[config.mk]
export PLATFORM = sky130hd
export DESIGN_NAME = ima_adpcm_byte_decoder_core
export DESIGN_NICKNAME = d
export VERILOG_FILES = /design/src/sv/imabd_pkg.sv /design/src/sv/imabd_nibble_dec.sv /design/src/sv/ima_adpcm_byte_decoder_core.sv
export SDC_FILE = /design/constraint.sdc
export NUM_CORES = 1
export LEC_CHECK = 0
export BUFFER_PORTS_ARGS = -buffer_cell sky130_fd_sc_hd__buf_2
export CORE_ASPECT_RATIO = 1.75
export CORE_MARGIN = 2
export CORE_UTILIZATION = 40
export DETAILED_ROUTE_END_ITERATION = 8
export PLACE_DENSITY_LB_ADDON = 0.15
export SLEW_MARGIN = 0
export SYNTH_ARGS = -nofsm -noshare
export SYNTH_HDL_FRONTEND = slang
export SYNTH_SLANG_ARGS = --single-unit
[constraint.sdc]
create_clock -name clk -period 15.76 [get_ports clk]
set_clock_uncertainty 0.2 [all_clocks]
set_input_delay 1.576 -clock clk [delete_from_list [all_inputs] [get_ports clk]]
set_output_delay 1.576 -clock clk [all_outputs]
set_load 0.01 [all_outputs]
[src/sv/imabd_pkg.sv]
// ----------------------------------------------------------------------------
// imabd_pkg
// Shared types, constants and table functions of the IMA ADPCM byte decoder.
// ----------------------------------------------------------------------------
package imabd_pkg;

  localparam int unsigned CodeWidth  = 4;
  localparam int unsigned IndexWidth = 7;
  localparam int unsigned StepWidth  = 15;
  localparam int unsigned PcmWidth   = 16;

  localparam logic [IndexWidth-1:0] MaxIndex = 7'd88;
  localparam logic [StepWidth-1:0]  MaxStep  = 15'h7FFF;

  typedef logic [IndexWidth-1:0]      index_t;
  typedef logic signed [PcmWidth-1:0] pcm_t;

  typedef struct packed {
    logic [7:0]  code_byte;
    logic        frame_start;
    index_t      start_index_left;
    index_t      start_index_right;
    logic        clear_history;
  } in_item_t;

  typedef struct packed {
    pcm_t first_sample;
    pcm_t second_sample;
  } out_item_t;

  localparam logic [StepWidth-1:0] StepTable [0:88] = '{
    15'h0007, 15'h0008, 15'h0009, 15'h000A, 15'h000B, 15'h000C, 15'h000D, 15'h000F,
    15'h0010, 15'h0012, 15'h0013, 15'h0015, 15'h0017, 15'h001A, 15'h001C, 15'h001F,
    15'h0022, 15'h0026, 15'h0029, 15'h002E, 15'h0032, 15'h0037, 15'h003D, 15'h0043,
    15'h004A, 15'h0051, 15'h0059, 15'h0062, 15'h006C, 15'h0076, 15'h0082, 15'h008F,
    15'h009E, 15'h00AD, 15'h00BF, 15'h00D2, 15'h00E7, 15'h00FE, 15'h0117, 15'h0133,
    15'h0152, 15'h0174, 15'h0199, 15'h01C2, 15'h01EF, 15'h0220, 15'h0256, 15'h0292,
    15'h02D4, 15'h031D, 15'h036C, 15'h03C4, 15'h0424, 15'h048E, 15'h0503, 15'h0583,
    15'h0610, 15'h06AC, 15'h0756, 15'h0812, 15'h08E1, 15'h09C4, 15'h0ABE, 15'h0BD1,
    15'h0CFF, 15'h0E4C, 15'h0FBA, 15'h114D, 15'h1308, 15'h14EF, 15'h1707, 15'h1954,
    15'h1BDD, 15'h1EA6, 15'h21B7, 15'h2516, 15'h28CB, 15'h2CDF, 15'h315C, 15'h364C,
    15'h3BBA, 15'h41B2, 15'h4844, 15'h4F7E, 15'h5771, 15'h6030, 15'h69CE, 15'h7463,
    15'h7FFF
  };

  function automatic index_t imabd_sat_index(input index_t idx);
    return (idx > MaxIndex) ? MaxIndex : idx;
  endfunction

  function automatic logic [StepWidth-1:0] imabd_step(input index_t idx);
    return (idx > MaxIndex) ? MaxStep : StepTable[idx];
  endfunction

endpackage

[src/sv/imabd_nibble_dec.sv]
// ----------------------------------------------------------------------------
// imabd_nibble_dec
// Decodes one 4-bit code against a predictor and step index.
// ----------------------------------------------------------------------------
module imabd_nibble_dec
  import imabd_pkg::*;
(
  input  logic [CodeWidth-1:0] code,
  input  pcm_t                 pred_i,
  input  index_t               idx_i,
  output pcm_t                 pred_o,
  output index_t               idx_o
);

  logic [StepWidth-1:0]   step;
  logic [StepWidth+3:0]   prod;
  logic [PcmWidth-1:0]    diff;
  logic signed [17:0]     pred_ext;
  logic signed [17:0]     diff_ext;
  logic signed [17:0]     sum;
  logic [3:0]             adj;
  logic [7:0]             idx_sum;

  assign step     = imabd_step(idx_i);
  assign prod     = (StepWidth+4)'(step) * (StepWidth+4)'({code[2:0], 1'b1});
  assign diff     = prod[StepWidth+3:3];
  assign pred_ext = 18'(pred_i);
  assign diff_ext = $signed({2'b00, diff});
  assign sum      = code[3] ? (pred_ext - diff_ext) : (pred_ext + diff_ext);

  always_comb begin
    if (sum > 18'sd32767) begin
      pred_o = 16'sh7FFF;
    end else if (sum < -18'sd32768) begin
      pred_o = 16'sh8000;
    end else begin
      pred_o = sum[15:0];
    end
  end

  // Small codes step the index down by one; large ones up by 2, 4, 6 or 8.
  assign adj     = {1'b0, code[1:0], 1'b0} + 4'd2;
  assign idx_sum = {1'b0, idx_i} + {4'b0000, adj};

  always_comb begin
    if (!code[2]) begin
      idx_o = (idx_i == '0) ? '0 : idx_i - 7'd1;
    end else begin
      idx_o = (idx_sum > {1'b0, MaxIndex}) ? MaxIndex : idx_sum[6:0];
    end
  end

endmodule

[src/sv/ima_adpcm_byte_decoder_core.sv]
// ----------------------------------------------------------------------------
// ima_adpcm_byte_decoder_core
// IMA ADPCM decoder taking one byte of two codes and giving two PCM samples.
// ----------------------------------------------------------------------------
// The block takes one item per clock cycle while the output is not stalled
// and passes it through the input register and then the result register.
// The channel predictors and step indices are updated as an item moves from
// the input register into the result register, so the loop through up to
// two nibble decoders in series (mono) sets the clock period. cfg_wr_en
// writes stereo_mode (reset 1).
module ima_adpcm_byte_decoder_core
  import imabd_pkg::*;
(
  input  logic      clk,
  input  logic      rst_n,
  input  logic      cfg_wr_en,
  input  logic      cfg_wr_data,
  input  logic      in_valid,
  output logic      in_ready,
  input  in_item_t  in_data,
  output logic      out_valid,
  input  logic      out_ready,
  output out_item_t out_data
);

  logic      stereo_r;
  logic      s1_valid_r;
  in_item_t  s1_data_r;
  logic      out_valid_r;
  out_item_t out_data_r;
  pcm_t      pred0_r, pred1_r;
  index_t    idx0_r, idx1_r;

  logic      advance;
  pcm_t      pred0_in, pred1_in;
  index_t    idx0_in, idx1_in;
  pcm_t      pred_a, pred_b, pred_b_in;
  index_t    idx_a, idx_b, idx_b_in;
  pcm_t      pred0_nxt, pred1_nxt;
  index_t    idx0_nxt, idx1_nxt;

  assign advance   = s1_valid_r && (!out_valid_r || out_ready);
  assign in_ready  = !s1_valid_r || advance;
  assign out_valid = out_valid_r;
  assign out_data  = out_data_r;

  // Header fields take effect before the byte is decoded.
  assign idx0_in  = s1_data_r.frame_start ? imabd_sat_index(s1_data_r.start_index_left)
                                          : idx0_r;
  assign idx1_in  = s1_data_r.frame_start ? imabd_sat_index(s1_data_r.start_index_right)
                                          : idx1_r;
  assign pred0_in = s1_data_r.clear_history ? '0 : pred0_r;
  assign pred1_in = s1_data_r.clear_history ? '0 : pred1_r;

  imabd_nibble_dec u_dec_hi (
    .code   (s1_data_r.code_byte[7:4]),
    .pred_i (pred0_in),
    .idx_i  (idx0_in),
    .pred_o (pred_a),
    .idx_o  (idx_a)
  );

  // In mono the low nibble continues from the high nibble on the left channel.
  assign pred_b_in = stereo_r ? pred1_in : pred_a;
  assign idx_b_in  = stereo_r ? idx1_in  : idx_a;

  imabd_nibble_dec u_dec_lo (
    .code   (s1_data_r.code_byte[3:0]),
    .pred_i (pred_b_in),
    .idx_i  (idx_b_in),
    .pred_o (pred_b),
    .idx_o  (idx_b)
  );

  assign pred0_nxt = stereo_r ? pred_a   : pred_b;
  assign idx0_nxt  = stereo_r ? idx_a    : idx_b;
  assign pred1_nxt = stereo_r ? pred_b   : pred1_in;
  assign idx1_nxt  = stereo_r ? idx_b    : idx1_in;

  always_ff @(posedge clk) begin
    if (!rst_n) begin
      stereo_r    <= 1'b1;
      s1_valid_r  <= 1'b0;
      out_valid_r <= 1'b0;
      pred0_r     <= '0;
      pred1_r     <= '0;
      idx0_r      <= '0;
      idx1_r      <= '0;
    end else begin
      if (cfg_wr_en) begin
        stereo_r <= cfg_wr_data;
      end
      if (in_ready) begin
        s1_valid_r <= in_valid;
      end
      if (advance) begin
        out_valid_r <= 1'b1;
        pred0_r     <= pred0_nxt;
        pred1_r     <= pred1_nxt;
        idx0_r      <= idx0_nxt;
        idx1_r      <= idx1_nxt;
      end else if (out_ready) begin
        out_valid_r <= 1'b0;
      end
    end
  end

  always_ff @(posedge clk) begin
    if (in_ready && in_valid) begin
      s1_data_r <= in_data;
    end
    if (advance) begin
      out_data_r.first_sample  <= pred_a;
      out_data_r.second_sample <= pred_b;
    end
  end

endmodule

==> flow_metrics.tcl <==
set metrics [dict create \
    synth.area.top_cells "edfxtp_1, ha_1, fa_1" \
    grt_pass1_vias 15479 \
    ys_types 101 \
    gp_congestion 0.951 \
    wl_per_cell_microns 22.1 \
    drc 0 \
    tightest_slew_ns 1.03 \
    grt_overflow_total 0 \
    maxCapViolCount 0 \
    viasPerCell 6.14 \
    slew_headroom 0.313 \
    clk_latency_ns 0.39 \
    hold_violations 0 \
    place_hpwl_microns 42900 \
    num_io_pins 64 \
    syn_inst 2016 \
    p_leak_nw 6.80 \
    dp_cells 2474 \
    cellPowerDensity_mw_per_mm2 226 \
    power.total_mw 3.65 \
    fin_crit_ns 14.81 \
    hold_buffers 0 \
    cp-start-kind "flip-flop" \
    vias 15336 \
    cts_tree "yes" \
    path_class "flip-flop to flip-flop" \
    layout-drive-gt1-share 0.0933 \
    synth_area_per_cell_sq_um 7.46 \
    arrival_ns 14.91 \
    grtUsageTotal 0.282 \
    syn_area_sq_mm 0.0150 \
    start_util 0.403 \
    cpPeakStageDelay_ns 0.55 \
    cts_inserted_buffers 9 \
    antenna_found_initial 1 \
    yosysWarnings 0 \
    outcome "completed" \
    synth.net_count 2214 \
    port_buffers 63 \
    cts.sinks 105 \
    synth_most_common_cell "nand2_1" \
    setup_viol 0 \
    hp-class "flip-flop to flip-flop" \
    htreeDepth 3 \
    drt-initial-drc-count 1070 \
    core_sq_mm 0.0373 \
    postSynth.asyncResetShare 0 \
    peakVddDrop_v 0.000218 \
    die_y_microns 261 \
    die-width_microns 151 \
    ctsLongestPathBuffers 2 \
    grt_pass1_wl_microns 86200 \
    final_cells 2496 \
    period_share 0.940 \
    synth-seq-cells 105 \
    drt_first_pass_iters 5 \
    grt_max_degree 69 \
    worstSetupEndpointType "flip-flop" \
    drtAntennaViolNets 0 \
    dieArea_sq_mm 0.0392 \
    worst_path_max_delay_cell "or4_1" \
    clk_pin_slew_ns 0.09 \
    synth-seq-area-share 0.177 \
    synth_area_leader_cell "edfxtp_1" \
    fmaxAchievable_mhz 67.5 \
    crit_required_ns 15.86 \
    synth_edf_count 56 \
    final_core_util 0.433 \
    area_growth_pct 7.45 \
    nets 2209 \
    synthFlopType "edfxtp_1" \
    row_count 94 \
    root_buffer "clkbuf_16" \
    yosysTopAreaCellShare 0.112 \
    drv_slew 0 \
    netlist_top_cells_count "nand2_1, inv_1, a21oi_1" \
    wl_microns 55100 \
    num_antenna_cells 0 \
    critPathMaxFanout 37 \
]
## path summary, 6_finish.rpt
| path | slack, ns | start | to | depth (start not counted) |
|---|---|---|---|---|
| min | 0.26 | pred1_r[14] | pred1_r[14] | 2 |
| max | 0.95 | s1_data_r[14] | pred0_r[9] | 56 |
| min reg2reg | 0.26 | pred1_r[14] | pred1_r[14] | 2 |
| max reg2reg | 0.95 | s1_data_r[14] | pred0_r[9] | 56 |
## layer usage
| layer | global-route usage | vias to the layer above | part of all wire |
|---|---|---|---|
| li1 | - | 7231 | - |
| met1 | 0.302 | 7373 | 0.37 |
| met2 | 0.524 | 544 | 0.53 |
| met3 | 0.0313 | 188 | 0.044 |
| met4 | 0.163 | 0 | 0.063 |
| met5 | 0 | - | 0 |
## cells in the final DEF (no fill, tap or decap), types with 13 or more instances in the layout
cell type,Yosys,layout
buf_2,11,63
fa_1,56,56
a21o_1,24,24
xor2_1,28,28
nor2b_1,40,40
ha_1,112,111
o31ai_1,13,13
a211o_1,18,18
a22oi_1,14,14
nand3_1,42,42
and3_1,14,14
dfxtp_1,49,48
nor2_1,155,155
o221ai_1,15,15
or3_1,23,23
nor3_1,52,52
edfxtp_1,56,56
a21boi_0,15,15
a21oi_1,167,166
nand2_1,212,212
inv_1,176,175
xnor2_1,58,58
o211ai_1,41,41
buf_4,1,41
a211oi_1,16,16
o22ai_1,29,29
o21ai_0,125,124
nand2b_1,15,15
and2_1,57,57
a31oi_1,42,42
## state kept, by name (all words and copies together) (netlist names)
name	cells
pred1_r	16
pred0_r	16
s1_valid_r	1
out_data	32
stereo_r	1
idx1_r	7
idx0_r	7
out_valid	1
s1_data_r	24
## cell families after synthesis
kind of cell,Yosys count,share of synthesized area
AND/OR/NAND/NOR,661,0.210
buffers and inverters,307,0.0788
adder cells (fa/ha/maj),168,0.168
multiplexers,24,0.0191
flip-flops,105,0.177
XOR/XNOR,86,0.0501
AO/OA/AOI/OAI,665,0.298
## worst max-delay path: cells and delay by family (launching register included)
kind                       cells  cell delay, ns
adders and majority gates      6            2.54
DFF                            1            0.52
and+or+nand+nor               18            4.43
buffers and inverters          5            0.80
muxes                          3            0.84
AOI/OAI and AO/OA             23            5.23
xor gates and xnor gates       1            0.17
## report_power, final
group / leakage, nW / switching, mW / internal, mW
Sequential: 0.933 / 0.0368 / 0.401
Clock: 0.147 / 0.135 / 0.114
Combinational: 5.72 / 1.89 / 1.08
Total: 6.80 / 2.06 / 1.59
## repair_timing
action,in CTS,in global routing
buffers inserted,0,6
endpoints found under the setup margin,0,48
gates resized for setup,0,10
## metrics by stage
| step | TNS (ns) | hold slack (ns) | cell area (sq um) | setup slack (ns) |
|---|---|---|---|---|
| floorplan | 0 | 0.225 | 15000 | 2.24 |
| global placement | 0 | 0.239 | 15700 | 0.797 |
| detailed placement | 0 | 0.246 | 15700 | 0.351 |
| CTS | 0 | 0.257 | 16100 | 0.266 |
| global route | -0.384 | 0.287 | 16200 | -0.0755 |
| finish | 0 | 0.258 | 16200 | 0.952 |
## area by class of cell
cell class                      count  area [sq um]
Fill cell                        3898         21100
Multi-Input combinational cell   1604         11200
Sequential cell                   105          2660
Inverter                          186           702
Timing Repair Buffer              105           643
Tap cell                          480           601
Clock buffer                        9           225
Clock inverter                      7          82.6
(Power assumes the default switching activity.)
